===== src/design/sptd_pkg.sv =====
// Package for the serial pass-through deframer.
// Holds shared constants, codes and the struct types between its modules.
// No dependencies.
`timescale 1ns / 1ps
`default_nettype none

package sptd_pkg;

  // Default parameter values.
  localparam int KEY_LEN_DEF = 8;
  localparam int STR_LEN_DEF = 24;
  localparam int DEVICES_DEF = 4;

  // Command store geometry.
  localparam int STORE_DEPTH = 32;
  localparam int STORE_AW    = 5;
  localparam int COUNT_W     = STORE_AW + 1;

  // Configuration port.
  localparam int PADDR_W = 4;
  localparam int PDATA_W = 32;
  localparam logic [1:0] REG_START = 2'd0;
  localparam logic [1:0] REG_END   = 2'd1;
  localparam logic [1:0] REG_RLEN  = 2'd2;
  localparam logic [7:0] START_RST = 8'd123;
  localparam logic [7:0] END_RST   = 8'd125;
  localparam logic [7:0] RLEN_RST  = 8'd1;

  // Operating modes.
  localparam logic [2:0] MODE_IDLE = 3'd0;
  localparam logic [2:0] MODE_CMD  = 3'd1;
  localparam logic [2:0] MODE_MSG1 = 3'd2;
  localparam logic [2:0] MODE_MSG2 = 3'd3;
  localparam logic [2:0] MODE_RESP = 3'd4;

  // Input actions.
  localparam logic [1:0] ACT_HOST   = 2'd0;
  localparam logic [1:0] ACT_DEVICE = 2'd1;
  localparam logic [1:0] ACT_PRESS  = 2'd2;

  // Result kinds.
  localparam logic [2:0] KIND_TO_DEV   = 3'd0;
  localparam logic [2:0] KIND_TO_HOST  = 3'd1;
  localparam logic [2:0] KIND_CMD_BYTE = 3'd2;
  localparam logic [2:0] KIND_EMPTY    = 3'd3;
  localparam logic [2:0] KIND_DEV_SEL  = 3'd4;
  localparam logic [2:0] KIND_REFUSED  = 3'd5;

  // Message characters.
  localparam logic [7:0] CH_M = 8'h4D;
  localparam logic [7:0] CH_T = 8'h54;
  localparam logic [7:0] CH_R = 8'h52;

  typedef struct packed {
    logic [7:0] start_byte;
    logic [7:0] end_byte;
    logic [7:0] response_length;
  } cfg_t;

  typedef struct packed {
    logic [2:0] kind;
    logic [7:0] data_res;
    logic [3:0] device_index;
    logic       is_key;
  } result_t;

  // Commands from the controller; each is issued only when it can complete.
  typedef struct packed {
    logic latch;
    logic settle;
    logic act;
    logic dump_emit;
    logic flush;
  } cmd_t;

  // Status from the datapath.
  typedef struct packed {
    logic set_emit;
    logic act_emit;
    logic act_dump;
    logic dump_last;
    logic dump_full;
    logic hold_valid;
    logic emit_ok;
    logic out_free;
  } stat_t;

endpackage

`default_nettype wire


===== src/design/sptd_ram.sv =====
// Generic single-write, single-read RAM with a registered read port.
// No dependencies.
`timescale 1ns / 1ps
`default_nettype none

module sptd_ram #(
  parameter int WIDTH = 8,
  parameter int DEPTH = 32
) (
  input  wire logic                     clk,
  input  wire logic                     we,
  input  wire logic [$clog2(DEPTH)-1:0] waddr,
  input  wire logic [WIDTH-1:0]         wdata,
  input  wire logic                     re,
  input  wire logic [$clog2(DEPTH)-1:0] raddr,
  output logic      [WIDTH-1:0]         rdata
);

  logic [WIDTH-1:0] mem [DEPTH];

  always_ff @(posedge clk) begin
    if (we) begin
      mem[waddr] <= wdata;
    end
    if (re) begin
      rdata <= mem[raddr];
    end
  end

endmodule

`default_nettype wire


===== src/design/sptd_regs.sv =====
// APB-style configuration registers: start byte, end byte, response length.
// Depends on sptd_pkg.
`timescale 1ns / 1ps
`default_nettype none

module sptd_regs (
  input  wire logic                        clk,
  input  wire logic                        rst_n,
  input  wire logic                        psel,
  input  wire logic                        penable,
  input  wire logic                        pwrite,
  input  wire logic [sptd_pkg::PADDR_W-1:0] paddr,
  input  wire logic [sptd_pkg::PDATA_W-1:0] pwdata,
  output logic      [sptd_pkg::PDATA_W-1:0] prdata,
  output logic                             pready,
  output sptd_pkg::cfg_t                   cfg
);

  sptd_pkg::cfg_t cfg_r, cfg_nxt;
  logic [1:0]     idx;
  logic           wr;

  assign idx    = paddr[3:2];
  assign wr     = psel && penable && pwrite;
  assign pready = 1'b1;
  assign cfg    = cfg_r;

  always_comb begin
    cfg_nxt = cfg_r;
    if (wr) begin
      case (idx)
        sptd_pkg::REG_START: cfg_nxt.start_byte      = pwdata[7:0];
        sptd_pkg::REG_END:   cfg_nxt.end_byte        = pwdata[7:0];
        sptd_pkg::REG_RLEN:  cfg_nxt.response_length = pwdata[7:0];
        default:             cfg_nxt = cfg_r;
      endcase
    end
  end

  always_comb begin
    case (idx)
      sptd_pkg::REG_START: prdata = {24'd0, cfg_r.start_byte};
      sptd_pkg::REG_END:   prdata = {24'd0, cfg_r.end_byte};
      sptd_pkg::REG_RLEN:  prdata = {24'd0, cfg_r.response_length};
      default:             prdata = '0;
    endcase
  end

  always_ff @(posedge clk) begin
    if (!rst_n) begin
      cfg_r.start_byte      <= sptd_pkg::START_RST;
      cfg_r.end_byte        <= sptd_pkg::END_RST;
      cfg_r.response_length <= sptd_pkg::RLEN_RST;
    end else begin
      cfg_r <= cfg_nxt;
    end
  end

endmodule

`default_nettype wire


===== src/design/sptd_datapath.sv =====
// Datapath: mode and counters, command store, result staging and output register.
// Depends on sptd_pkg and sptd_ram.
`timescale 1ns / 1ps
`default_nettype none

module sptd_datapath #(
  parameter int KEY_LEN = sptd_pkg::KEY_LEN_DEF,
  parameter int STR_LEN = sptd_pkg::STR_LEN_DEF,
  parameter int DEVICES = sptd_pkg::DEVICES_DEF
) (
  input  wire logic            clk,
  input  wire logic            rst_n,
  input  wire sptd_pkg::cfg_t  cfg,
  input  wire sptd_pkg::cmd_t  cmd,
  output sptd_pkg::stat_t      st,
  input  wire logic [1:0]      in_action,
  input  wire logic [7:0]      in_data,
  output logic                 out_valid,
  input  wire logic            out_ready,
  output logic [2:0]           out_kind,
  output logic [7:0]           out_data_res,
  output logic [3:0]           out_device_index,
  output logic                 out_is_key,
  output logic                 out_last
);

  localparam int CW  = sptd_pkg::COUNT_W;
  localparam int AW  = sptd_pkg::STORE_AW;
  localparam int CAP = (KEY_LEN + STR_LEN > sptd_pkg::STORE_DEPTH) ?
                       sptd_pkg::STORE_DEPTH : (KEY_LEN + STR_LEN);

  logic [2:0]       mode_r, mode_nxt;
  logic [CW-1:0]    sc_r, sc_nxt;
  logic [7:0]       rl_r, rl_nxt;
  logic             press_r, press_nxt;
  logic [3:0]       nd_r, nd_nxt;
  logic [1:0]       act_r;
  logic [7:0]       dat_r;
  logic [AW-1:0]    idx_r, idx_nxt;

  logic             hold_v_r, hold_v_nxt;
  sptd_pkg::result_t hold_r, hold_nxt;
  logic             out_v_r, out_v_nxt;
  sptd_pkg::result_t out_r, out_nxt;
  logic             out_last_r, out_last_nxt;

  logic [2:0]       mode_set;
  logic             set_emit;
  logic             new_v;
  sptd_pkg::result_t new_res;
  logic             out_free;
  logic             push_hold;
  logic             is_start, is_end;
  logic             act_emit, act_dump, act_store;
  logic             dump_last;

  logic             ram_we, ram_re;
  logic [AW-1:0]    ram_raddr;
  logic [7:0]       ram_rdata;

  sptd_ram #(
    .WIDTH(8),
    .DEPTH(sptd_pkg::STORE_DEPTH)
  ) u_store (
    .clk  (clk),
    .we   (ram_we),
    .waddr(sc_r[AW-1:0]),
    .wdata(dat_r),
    .re   (ram_re),
    .raddr(ram_raddr),
    .rdata(ram_rdata)
  );

  // Settling: a drained response returns to idle, then a pending press is served.
  assign mode_set = (mode_r == sptd_pkg::MODE_RESP && rl_r == 8'd0) ?
                    sptd_pkg::MODE_IDLE : mode_r;
  assign set_emit = press_r && (mode_set == sptd_pkg::MODE_IDLE);

  assign is_start  = (dat_r == cfg.start_byte);
  assign is_end    = (dat_r == cfg.end_byte);
  assign act_dump  = (act_r == sptd_pkg::ACT_HOST) && (mode_r == sptd_pkg::MODE_CMD) &&
                     is_end && (sc_r != '0);
  assign act_store = (act_r == sptd_pkg::ACT_HOST) && (mode_r == sptd_pkg::MODE_CMD) &&
                     !is_end && (sc_r < CW'(CAP));

  always_comb begin
    act_emit = 1'b0;
    if (act_r == sptd_pkg::ACT_DEVICE) begin
      act_emit = 1'b1;
    end else if (act_r == sptd_pkg::ACT_HOST) begin
      case (mode_r)
        sptd_pkg::MODE_IDLE: act_emit = !is_start && (dat_r == sptd_pkg::CH_M);
        sptd_pkg::MODE_CMD:  act_emit = is_end && (sc_r == '0);
        default:             act_emit = 1'b1;
      endcase
    end
  end

  assign dump_last = ((CW'(idx_r) + CW'(1)) == sc_r);
  assign out_free  = !out_v_r || out_ready;

  assign st.set_emit   = set_emit;
  assign st.act_emit   = act_emit;
  assign st.act_dump   = act_dump;
  assign st.dump_last  = dump_last;
  assign st.dump_full  = (sc_r == CW'(sptd_pkg::STORE_DEPTH));
  assign st.hold_valid = hold_v_r;
  assign st.emit_ok    = !hold_v_r || out_free;
  assign st.out_free   = out_free;

  assign ram_we    = cmd.act && act_store;
  assign ram_re    = (cmd.act && act_dump) || (cmd.dump_emit && !dump_last);
  assign ram_raddr = cmd.act ? '0 : (idx_r + AW'(1));

  // State updates and the result produced by the current step.
  always_comb begin
    mode_nxt  = mode_r;
    sc_nxt    = sc_r;
    rl_nxt    = rl_r;
    press_nxt = press_r;
    nd_nxt    = nd_r;
    idx_nxt   = idx_r;
    new_v     = 1'b0;
    new_res   = '0;

    if (cmd.settle) begin
      mode_nxt = mode_set;
      if (set_emit) begin
        press_nxt = 1'b0;
        nd_nxt    = ((5'(nd_r) + 5'd1) >= 5'(DEVICES)) ? 4'd0 : (nd_r + 4'd1);
        new_v     = 1'b1;
        new_res.kind         = sptd_pkg::KIND_DEV_SEL;
        new_res.device_index = nd_r;
      end
    end

    if (cmd.act) begin
      new_v            = act_emit;
      new_res.data_res = dat_r;
      case (act_r)
        sptd_pkg::ACT_HOST: begin
          case (mode_r)
            sptd_pkg::MODE_IDLE: begin
              new_res.kind = sptd_pkg::KIND_TO_DEV;
              if (is_start) begin
                mode_nxt = sptd_pkg::MODE_CMD;
                sc_nxt   = '0;
              end else if (dat_r == sptd_pkg::CH_M) begin
                mode_nxt = sptd_pkg::MODE_MSG1;
              end
            end
            sptd_pkg::MODE_MSG1: begin
              new_res.kind = sptd_pkg::KIND_TO_DEV;
              if (dat_r == sptd_pkg::CH_T) begin
                mode_nxt = sptd_pkg::MODE_MSG2;
              end
            end
            sptd_pkg::MODE_MSG2: begin
              new_res.kind = sptd_pkg::KIND_TO_DEV;
              if (dat_r == sptd_pkg::CH_R) begin
                rl_nxt = cfg.response_length;
              end else if (dat_r == sptd_pkg::CH_T) begin
                mode_nxt = sptd_pkg::MODE_RESP;
              end
            end
            sptd_pkg::MODE_CMD: begin
              new_res.kind     = sptd_pkg::KIND_EMPTY;
              new_res.data_res = 8'd0;
              if (is_end) begin
                mode_nxt = sptd_pkg::MODE_IDLE;
                idx_nxt  = '0;
              end else if (act_store) begin
                sc_nxt = sc_r + CW'(1);
              end
            end
            default: begin
              new_res.kind = sptd_pkg::KIND_REFUSED;
            end
          endcase
        end
        sptd_pkg::ACT_DEVICE: begin
          new_res.kind = sptd_pkg::KIND_TO_HOST;
          if (rl_r != 8'd0) begin
            rl_nxt = rl_r - 8'd1;
          end
        end
        sptd_pkg::ACT_PRESS: begin
          press_nxt = 1'b1;
        end
        default: begin
          new_v = 1'b0;
        end
      endcase
    end

    if (cmd.dump_emit) begin
      new_v            = 1'b1;
      new_res.kind     = sptd_pkg::KIND_CMD_BYTE;
      new_res.data_res = ram_rdata;
      new_res.is_key   = (CW'(idx_r) < CW'(KEY_LEN));
      if (!dump_last) begin
        idx_nxt = idx_r + AW'(1);
      end
    end
  end

  // A result is staged in the hold register until the next one shows whether it is last.
  assign push_hold = hold_v_r && (new_v || cmd.flush);

  always_comb begin
    hold_v_nxt   = hold_v_r;
    hold_nxt     = hold_r;
    out_v_nxt    = out_v_r;
    out_nxt      = out_r;
    out_last_nxt = out_last_r;
    if (push_hold) begin
      out_v_nxt    = 1'b1;
      out_nxt      = hold_r;
      out_last_nxt = cmd.flush;
    end else if (out_ready) begin
      out_v_nxt = 1'b0;
    end
    if (new_v) begin
      hold_v_nxt = 1'b1;
      hold_nxt   = new_res;
    end else if (cmd.flush) begin
      hold_v_nxt = 1'b0;
    end
  end

  always_ff @(posedge clk) begin
    if (!rst_n) begin
      mode_r   <= sptd_pkg::MODE_IDLE;
      sc_r     <= '0;
      rl_r     <= 8'd0;
      press_r  <= 1'b0;
      nd_r     <= 4'd0;
      hold_v_r <= 1'b0;
      out_v_r  <= 1'b0;
    end else begin
      mode_r   <= mode_nxt;
      sc_r     <= sc_nxt;
      rl_r     <= rl_nxt;
      press_r  <= press_nxt;
      nd_r     <= nd_nxt;
      hold_v_r <= hold_v_nxt;
      out_v_r  <= out_v_nxt;
    end
  end

  always_ff @(posedge clk) begin
    if (cmd.latch) begin
      act_r <= in_action;
      dat_r <= in_data;
    end
    idx_r      <= idx_nxt;
    hold_r     <= hold_nxt;
    out_r      <= out_nxt;
    out_last_r <= out_last_nxt;
  end

  assign out_valid        = out_v_r;
  assign out_kind         = out_r.kind;
  assign out_data_res     = out_r.data_res;
  assign out_device_index = out_r.device_index;
  assign out_is_key       = out_r.is_key;
  assign out_last         = out_last_r;

endmodule

`default_nettype wire


===== src/design/sptd_ctrl.sv =====
// Controller state machine: sequences settle, action, store dump and flush per item.
// Depends on sptd_pkg.
`timescale 1ns / 1ps
`default_nettype none

module sptd_ctrl (
  input  wire logic      clk,
  input  wire logic      rst_n,
  input  wire logic      in_valid,
  output logic           in_ready,
  input  wire sptd_pkg::stat_t st,
  output sptd_pkg::cmd_t  cmd
);

  localparam logic [2:0] C_WAIT  = 3'd0;
  localparam logic [2:0] C_SET1  = 3'd1;
  localparam logic [2:0] C_ACT   = 3'd2;
  localparam logic [2:0] C_DUMP  = 3'd3;
  localparam logic [2:0] C_SET2  = 3'd4;
  localparam logic [2:0] C_FLUSH = 3'd5;

  logic [2:0] state_r, state_nxt;

  assign in_ready = (state_r == C_WAIT);

  always_comb begin
    state_nxt = state_r;
    cmd       = '0;
    case (state_r)
      C_WAIT: begin
        if (in_valid) begin
          cmd.latch = 1'b1;
          state_nxt = C_SET1;
        end
      end
      C_SET1: begin
        if (!st.set_emit || st.emit_ok) begin
          cmd.settle = 1'b1;
          state_nxt  = C_ACT;
        end
      end
      C_ACT: begin
        if (st.act_dump) begin
          cmd.act   = 1'b1;
          state_nxt = C_DUMP;
        end else if (!st.act_emit || st.emit_ok) begin
          cmd.act   = 1'b1;
          state_nxt = C_SET2;
        end
      end
      C_DUMP: begin
        if (st.emit_ok) begin
          cmd.dump_emit = 1'b1;
          if (st.dump_last) begin
            // A full store fills the result budget, so the closing settle is skipped.
            state_nxt = st.dump_full ? C_FLUSH : C_SET2;
          end
        end
      end
      C_SET2: begin
        if (!st.set_emit || st.emit_ok) begin
          cmd.settle = 1'b1;
          state_nxt  = C_FLUSH;
        end
      end
      C_FLUSH: begin
        if (!st.hold_valid) begin
          state_nxt = C_WAIT;
        end else if (st.out_free) begin
          cmd.flush = 1'b1;
          state_nxt = C_WAIT;
        end
      end
      default: begin
        state_nxt = C_WAIT;
      end
    endcase
  end

  always_ff @(posedge clk) begin
    if (!rst_n) begin
      state_r <= C_WAIT;
    end else begin
      state_r <= state_nxt;
    end
  end

endmodule

`default_nettype wire


===== src/design/serial_passthrough_deframer.sv =====
// Top level of the serial pass-through deframer.
// Depends on sptd_pkg, sptd_regs, sptd_ctrl, sptd_datapath and sptd_ram.
//
// The input channel carries one event per item: a host byte, a device byte or
// a button press (in_action, in_data). The result channel carries zero or more
// items per input item; out_last marks the final result of each input item.
// Device bytes are always forwarded to the host. Host bytes are captured as
// a command between the start and end bytes, forwarded as a message to the
// device, or refused while a read response is still outstanding. A press is
// held pending and answered in idle with the next device index.
//
// Sequencing: the controller takes one item at a time and walks it through the
// steps accept, settle, act, settle and flush; a command dump adds a step per
// stored byte and, for a full 32-byte store, replaces the closing settle. The
// dump is paced by the single read port of the command store. Each result is
// staged in the hold register before it reaches the output register.
// When the receiver stalls, the output register holds and the controller waits
// at the next result; no result is dropped. Synchronous reset returns the
// mode to idle, clears the store count, response length and device counter,
// the pending press and the hold and output valid flags, and loads the
// register defaults; the dump index and the command store are not cleared.
`timescale 1ns / 1ps
`default_nettype none

module serial_passthrough_deframer #(
  parameter int KEY_LEN = sptd_pkg::KEY_LEN_DEF,
  parameter int STR_LEN = sptd_pkg::STR_LEN_DEF,
  parameter int DEVICES = sptd_pkg::DEVICES_DEF
) (
  input  wire logic                         clk,
  input  wire logic                         rst_n,
  // Input channel.
  input  wire logic                         in_valid,
  output logic                              in_ready,
  input  wire logic [1:0]                   in_action,
  input  wire logic [7:0]                   in_data,
  // Result channel.
  output logic                              out_valid,
  input  wire logic                         out_ready,
  output logic      [2:0]                   out_kind,
  output logic      [7:0]                   out_data_res,
  output logic      [3:0]                   out_device_index,
  output logic                              out_is_key,
  output logic                              out_last,
  // Configuration port.
  input  wire logic                         psel,
  input  wire logic                         penable,
  input  wire logic                         pwrite,
  input  wire logic [sptd_pkg::PADDR_W-1:0] paddr,
  input  wire logic [sptd_pkg::PDATA_W-1:0] pwdata,
  output logic      [sptd_pkg::PDATA_W-1:0] prdata,
  output logic                              pready
);

  sptd_pkg::cfg_t  cfg;
  sptd_pkg::cmd_t  cmd;
  sptd_pkg::stat_t st;

  // Register file; the user must change values only while the block is idle; the block does not enforce it.
  sptd_regs u_regs (
    .clk    (clk),
    .rst_n  (rst_n),
    .psel   (psel),
    .penable(penable),
    .pwrite (pwrite),
    .paddr  (paddr),
    .pwdata (pwdata),
    .prdata (prdata),
    .pready (pready),
    .cfg    (cfg)
  );

  // The controller walks each item through its steps and stalls on a busy output.
  sptd_ctrl u_ctrl (
    .clk     (clk),
    .rst_n   (rst_n),
    .in_valid(in_valid),
    .in_ready(in_ready),
    .st      (st),
    .cmd     (cmd)
  );

  // The datapath owns the mode, counters, command store and output staging.
  sptd_datapath #(
    .KEY_LEN(KEY_LEN),
    .STR_LEN(STR_LEN),
    .DEVICES(DEVICES)
  ) u_dp (
    .clk             (clk),
    .rst_n           (rst_n),
    .cfg             (cfg),
    .cmd             (cmd),
    .st              (st),
    .in_action       (in_action),
    .in_data         (in_data),
    .out_valid       (out_valid),
    .out_ready       (out_ready),
    .out_kind        (out_kind),
    .out_data_res    (out_data_res),
    .out_device_index(out_device_index),
    .out_is_key      (out_is_key),
    .out_last        (out_last)
  );

endmodule

`default_nettype wire


===== config.mk =====
export PLATFORM = sky130hd
export DESIGN_NAME = serial_passthrough_deframer
export DESIGN_NICKNAME = d
export VERILOG_FILES = /design/src/design/sptd_pkg.sv /design/src/design/sptd_ram.sv /design/src/design/sptd_regs.sv /design/src/design/sptd_datapath.sv /design/src/design/sptd_ctrl.sv /design/src/design/serial_passthrough_deframer.sv
export SDC_FILE = /design/constraint.sdc
export NUM_CORES = 1
export LEC_CHECK = 0
export BUFFER_PORTS_ARGS = -buffer_cell sky130_fd_sc_hd__buf_2
export CAP_MARGIN = 20
export CORE_MARGIN = 1
export CORE_UTILIZATION = 35
export DETAILED_ROUTE_END_ITERATION = 10
export GPL_TIMING_DRIVEN = 1
export SYNTH_ARGS = -nofsm -noshare
export SYNTH_HDL_FRONTEND = slang
export SYNTH_HIERARCHICAL = 1
export SYNTH_SLANG_ARGS = --single-unit

===== constraint.sdc =====
create_clock -name clk -period 5.2 [get_ports clk]
set_input_delay 0.52 -clock clk [delete_from_list [all_inputs] [get_ports clk]]
set_output_delay 0.52 -clock clk [all_outputs]
set_load 0.02 [all_outputs]

==> results.ini, run 1 <==
[worst_setup_path]
worstSetupStartpoint = u_dp/dat_r[0]
reg2reg_from = u_dp/dat_r[0]
crit_end = u_dp/u_store/mem[5][2]
r2r_end = u_dp/u_store/mem[5][2]
r2r_cells = 13
worst-setup-path-type = flop to flop
crit_path_end_kind = flop
cp_max_fo = 9
cp.required_ns = 5.34
critical_path_arrival_ns = 4.86
startpoint_type = flop
rrSetupSlack_ns = 0.48

[grt]
met1_usage_pct = 21.09
busiest_layer = met2
grt_usage_pct = 14.49
antenna_found_initial = 0
grt_max_degree = 53
grt_first_pass_wirelength_um = 49050
grt_pass1_vias = 8327
overflow = 0
use_met2_pct = 22.30
use_met3_pct = 2.836

[timing]
clock_skew_ns = 0.01590
fin_crit_sh_pct = 90.78
tns_ns = 0
layout_setup_ws_ns = 0.4797
finalMaxSlewViolations = 0
slew_headroom_pct = 42.07
finalHoldViolCount = 0
finalSetupViolations = 0
min_period_ns = 4.720
worstMarginPinSlew_ns = 0.8690
fmax_mhz = 211.8
rsz0062_at_grt = no

[clocking]
cts.repair.resized = 0
clock-root-buffer = clkbuf_16
clk_latency_ns = 0.52
post-cts-setup-buffers = 0
clockBufferDepth = 3
htreeDepth = 2
ctsHoldBuffers = 0
cts_tree = done
numCtsBuffers = 39
cts.sinks = 363
clk_pin_slew_ns = 0.06

[placement]
dp_slack_ns = 0.4793
dp_hpwl_um = 20900
port_buffers = 53
finalWeightedCongestion = 0.7888

[logic_synthesis]
yosysTopAreaCell = edfxtp_1
ys_types = 77
synth_cells = 968
synth_area_leaders = edfxtp_1, mux4_2, dfxtp_1
synth_compound_area_share_pct = 4.487
synth_flop_cell = edfxtp_1
synth_top_family_by_area = multiplexers
yosys.area_share.simple_pct = 8.488
async_flop_share_pct = 0
synthMuxAreaShare_pct = 14.43
synth_warnings = 6
synthesis.area_um2 = 15480
synthXorXnorAreaFrac_pct = 1.641
synth_top_cell_area_share_pct = 59.56
synth-edff-count = 307
yosys_register_bits = 363
syn_area_per_cell_um2 = 15.99
synth-adder-area-share_pct = 0.5659
yosysSeqAreaShare_pct = 66.81

[final_layout]
n_fill_cell = 3995
n_antenna_cell = 0
mostFrequentLayoutCells = edfxtp_1, mux4_2, nor2_1, dfxtp_1, nand2_1
nets = 1114
seq_area_um2 = 10340
multi_input_area_um2 = 4700
layout_commonest_cell = edfxtp_1
drive_above_1_share_pct = 24.47
syn_to_final_growth_pct = 14.37

[drt]
detail_route.vias_per_cell = 5.084
vias = 8459
wl_per_cell_um = 19.42
drt_pass1_iterations = 5
ant_nets = 0
routed_wl_um = 32320
drc = 0
dr.first_iter.drc_count = 598

[status]
status = finished clean

[run]
drv_cap = 0

[die]
placeableCoreArea_um2 = 43360
num_io_pins = 105
die_w_um = 212.3
die_y_um = 212.3
row_count = 76
dieArea_um2 = 45060
initial_core_util_pct = 35.69

[hold_path]
hold_path.class = input port to flop

[pwr]
vdd_ir_drop_max_uv = 245.4
leakage_nw = 5.830
power_w = 0.008677
p_per_area_nw_per_um2 = 490.2

[kinds of logic after synthesis]
family          after synthesis
fa+ha+maj                     7
xor+xnor                     29
compound gates              103
mux                         122
flops                       363
simple gates                245
buf+inv                      97
other cells                   2
[layout make-up]
type,count,area share [%]
clock buffer,48,5.945
multi-input combinational,531,26.55
sequential,363,58.42
clock inverter,18,0.9189
timing repair buffer,100,3.633
tap,585,4.135
inverter,19,0.4029
[worst max-delay path, cell delays in order, from the launching register on]
cell,delay (ns)
edfxtp_1,0.50
xor2_1,0.19
nor4_1,0.43
buf_4,0.22
nand2_1,0.10
nor3_1,0.28
nor2_1,0.09
nor3b_2,0.44
buf_4,0.24
nand3_1,0.10
a211o_2,0.37
inv_1,0.25
nand3b_1,0.38
nor2_1,0.74
[flip-flops by register name, indices dropped and copies added, names as in the netlist]
signal,cells
u_dp/out_valid,1
u_dp/idx_r,5
u_dp/act_r,2
u_regs/cfg,24
u_dp/out_kind,3
u_dp/nd_r,4
u_dp/dat_r,8
u_dp/u_store/mem,256
u_dp/hold_r,16
u_dp/out_data_res,8
u_dp/rl_r,8
u_dp/out_is_key,1
u_ctrl/state_r,3
u_dp/sc_r,6
u_dp/u_store/rdata,8
u_dp/hold_v_r,1
u_dp/press_r,1
u_dp/out_last,1
u_dp/mode_r,3
u_dp/out_device_index,4
[how the worst min path moves through the flow]
stage               startpoint                  endpoint  slack (ns)  cells after the start
2_1_floorplan   u_dp/hold_r[5]      u_dp/out_data_res[0]        0.40                      0
3_3_place_gp   u_dp/hold_r[13]          u_dp/out_kind[0]        0.40                      0
3_5_place_dp    u_dp/hold_r[3]  u_dp/out_device_index[2]        0.41                      0
4_1_cts             in_data[4]             u_dp/dat_r[4]        0.15                      1
5_1_grt             in_data[4]             u_dp/dat_r[4]        0.15                      1
6_report            in_data[4]             u_dp/dat_r[4]        0.18                      1
[layer usage]
layer | up-vias | wire length, um
li1 | 3871 | -
met1 | 4339 | 15070
met2 | 211 | 15110
met3 | 38 | 1649
met4 | 0 | 498
met5 | - | 0
[cell usage after synthesis (7+ instances only)]
cell type and count:
edfxtp_1 307, mux4_2 80, nor2_1 59, dfxtp_1 56, nand2_1 54, buf_4 39
mux2i_1 33, nor2b_1 25, o21ai_0 25, a21oi_1 24, clkbuf_1 20, nand3_1 20
inv_1 19, xnor2_1 17, nor3_1 12, xor2_1 12, buf_2 11, and2_1 9
mux2_2 9, a22o_1 8, and3_1 8, a21o_1 7, ha_1 7, nand3b_1 7
[stage by stage]
step | std cells | area, um2 | hold slack, ns | util, %
floorplan | 991 | 15560 | 0.4003 | -
global placement | 1598 | 16490 | 0.4017 | 38.02
detailed placement | 1598 | 16490 | 0.4056 | 38.02
CTS | 1664 | 17700 | 0.1473 | 40.82
global route | 1664 | 17700 | 0.1545 | 40.82
finish | 1664 | 17700 | 0.1803 | 40.82
[power by group]
| group | switching (W) | internal (W) | leakage, nW |
|---|---|---|---|
| clock | 0.00106 | 0.00158 | 0.595 |
| combinational | 0.00134 | 0.00124 | 2.01 |
| sequential | 0.0000893 | 0.00337 | 3.22 |
Power figures use the tool's default switching activity.
==> run 2, diff against run 1 <==
--- a/config.mk
+++ b/config.mk
@@ -5,12 +5,16 @@
 export SDC_FILE = /design/constraint.sdc
 export NUM_CORES = 1
 export LEC_CHECK = 0
+export ABC_CLOCK_PERIOD_IN_PS = 5200
 export BUFFER_PORTS_ARGS = -buffer_cell sky130_fd_sc_hd__buf_2
 export CAP_MARGIN = 20
+export CELL_PAD_IN_SITES_DETAIL_PLACEMENT = 1
+export CELL_PAD_IN_SITES_GLOBAL_PLACEMENT = 2
 export CORE_MARGIN = 1
 export CORE_UTILIZATION = 35
 export DETAILED_ROUTE_END_ITERATION = 10
 export GPL_TIMING_DRIVEN = 1
+export PLACE_DENSITY_LB_ADDON = 0.1
 export SYNTH_ARGS = -nofsm -noshare
 export SYNTH_HDL_FRONTEND = slang
 export SYNTH_HIERARCHICAL = 1
==> run 2 against run 1 <==
Register-to-register slack worse by 0.06 ns. Design area increased by 0.47%. Total power up 2.8%. Core utilization grew 0.19 points. Count of clock-buffer cells in the layout increased by 3. Clock skew up 0.0067 ns. Highest routed layer unchanged.
==> results.ini, run 2 (synthesized netlist as in run 1, its figures left out) <==
[pwr]
internal-power_w = 0.006203  ; +0.23%
leakage_nw = 5.857  ; +0.45%
clkPwrFrac_pct = 30.8  ; +0.4 points
swShare_pct = 30.49  ; +1.8 points
p_sw_w = 0.002720  ; +9.3%
p_comb_share_pct = 30.3  ; +0.6 points
seqPwrFrac_pct = 38.9  ; -1.0 points
vdd_ir_drop_max_uv = 399.1  ; +63%
p_per_area_nw_per_um2 = 501.7  ; +2.4%

[timing]
clock_skew_ns = 0.02259  ; +0.006692 ns
finalHoldViolCount = 0  ; unchanged
finalMaxSlewViolations = 0  ; unchanged
slew_headroom_pct = 34.01  ; -8.1 points
min_period_ns = 4.776  ; +0.05516 ns
worstMarginPinSlew_ns = 0.9877  ; +0.1187 ns
fmax_mhz = 209.4  ; -1.2%
tns_ns = 0  ; unchanged
hold_ws_ns = 0.1425  ; -0.03778 ns
rsz0062_at_grt = no
fin_crit_sh_pct = 91.84  ; +1.1 points
finalSetupViolations = 0  ; unchanged

[grt]
grt_pass1_vias = 9065  ; +8.9%
grt_usage_pct = 17.57  ; +3.1 points
grt_max_degree = 53  ; unchanged
overflow = 0  ; unchanged
antenna_found_initial = 1  ; +1
grt_first_pass_wirelength_um = 58060  ; +18%

[clocking]
numCtsBuffers = 42  ; +7.7%
post-cts-setup-buffers = 0  ; unchanged
clk_pin_slew_ns = 0.06  ; about the same
cts_tree = done
cts.sinks = 363  ; unchanged
htreeDepth = 2  ; unchanged
clockBufferDepth = 3  ; unchanged
cts.repair.resized = 0  ; unchanged
ctsHoldBuffers = 0  ; unchanged
clk_latency_ns = 0.57  ; +0.05 ns
clock-root-buffer = clkbuf_16

[worst_setup_path]
worst-setup-path-type = flop to flop
startpoint_type = flop
cp.required_ns = 5.50  ; +0.16 ns
critical_path_arrival_ns = 5.07  ; +0.21 ns
crit_path_end_kind = flop
crit_slowest_cell = or4b_2
cp_max_fo = 22  ; +13
worstPathCellList = inv_1, ha_1, or4b_2, nor2_1, nand2_1, o22a_1, a21oi_1, nand2b_1, nor2_1, nor3b_2, buf_4, nor2_4, buf_12, mux4_2, mux4_2, mux2_2
critPathMaxStageDelay_ns = 0.64  ; -0.10 ns
reg2reg_from = u_dp/sc_r[0]
worstSetupStartpoint = u_dp/sc_r[0]

[die]
row_count = 76  ; unchanged
die_y_um = 212.3  ; unchanged
num_io_pins = 105  ; unchanged
dieArea_um2 = 45060  ; unchanged
initial_core_util_pct = 35.69  ; unchanged
die_w_um = 212.3  ; unchanged
placeableCoreArea_um2 = 43360  ; unchanged

[hold_path]
hold_path.class = input port to flop
hp-start = in_data[7]

[drt]
detail_route.vias_per_cell = 5.069  ; -0.29%
drt_pass1_iterations = 4  ; -1
vias = 8485  ; +0.31%
drc = 0  ; unchanged
ant_nets = 0  ; unchanged
dr.first_iter.drc_count = 456  ; -24%
wl_per_cell_um = 22.71  ; +17%
routed_wl_um = 38020  ; +18%

[final_layout]
syn_to_final_growth_pct = 14.91
n_antenna_cell = 0  ; unchanged
drive_above_1_share_pct = 24.52  ; +0.051 points
layout_commonest_cell = edfxtp_1
n_fill_cell = 4383  ; +9.7%
finalInstanceArea_um2 = 17780  ; +0.47%
mostFrequentLayoutCells = edfxtp_1, mux4_2, nor2_1, dfxtp_1, nand2_1
fin_util_pct = 41.01  ; +0.19 points
top_register = u_dp/u_store/mem
largest_reg_flops = 256  ; unchanged
nets = 1117  ; +0.27%

[placement]
port_buffers = 53  ; unchanged
placed_cell_area_um2 = 16510  ; +0.15%
dp_hpwl_um = 24600  ; +18%
finalWeightedCongestion = 0.7382  ; -6.4%

[status]
status = finished clean

[run]
drv_cap = 0  ; unchanged

## run 2: worst max-delay path: cells and delay by family, from the launching register on
family | cells | cell delay, ns
AND/OR/NAND/NOR | 7 | 1.48
multiplexers | 3 | 1.44
buffers and inverters | 3 | 0.60
AO/OA/AOI/OAI | 2 | 0.43
flip-flops | 1 | 0.41
adder cells (fa/ha/maj) | 1 | 0.14
## run 2: layout make-up
type                       count  area (um2)  area share, %
multi-input combinational    531        4700          26.42
sequential                   363       10340          58.14
inverter                      19       71.32         0.4010
clock buffer                  51        1106          6.219
tap                          585       732.0          4.116
clock inverter                25       167.7         0.9427
timing repair buffer         100       668.1          3.757
## run 2: per-stage QoR
| step | cells | setup slack [ns] | power, W |
|---|---|---|---|
| after floorplan | 991 | 0.7889 | 0.005376 |
| after global placement | 1598 | 0.4238 | 0.006299 |
| after detailed placement | 1598 | 0.4398 | 0.006306 |
| after CTS | 1674 | 0.4192 | 0.009089 |
| after global routing | 1674 | 0.2317 | 0.009310 |
| final | 1674 | 0.4245 | 0.008923 |
## run 2: layer usage
layer | part of all wire, % | GRT usage [%] | up-vias
li1 | - | - | 3878
met3 | 4.2 | 2.688 | 41
met5 | 0 | 0 | -
met4 | 1.5 | 4.540 | 0
met1 | 47 | 25.12 | 4431
met2 | 47 | 27.96 | 135
## run 2: final timing paths
kind / endpoint / slack, ns / cells after the start
max: u_dp/u_store/rdata[0] / 0.42 / 16
min reg2reg: u_dp/out_data_res[2] / 0.42 / 0
max reg2reg: u_dp/u_store/rdata[0] / 0.42 / 16
min: u_dp/dat_r[7] / 0.14 / 1
## run 2: power by group through the flow
stage                     registers [W]  logic, W  clock network (W)
after floorplan                 0.00354   0.00184                  0
after global placement          0.00353   0.00277                  0
after detailed placement        0.00353   0.00278                  0
after CTS                       0.00347   0.00278            0.00284
after global routing            0.00348   0.00289            0.00294
final                           0.00347   0.00270            0.00275
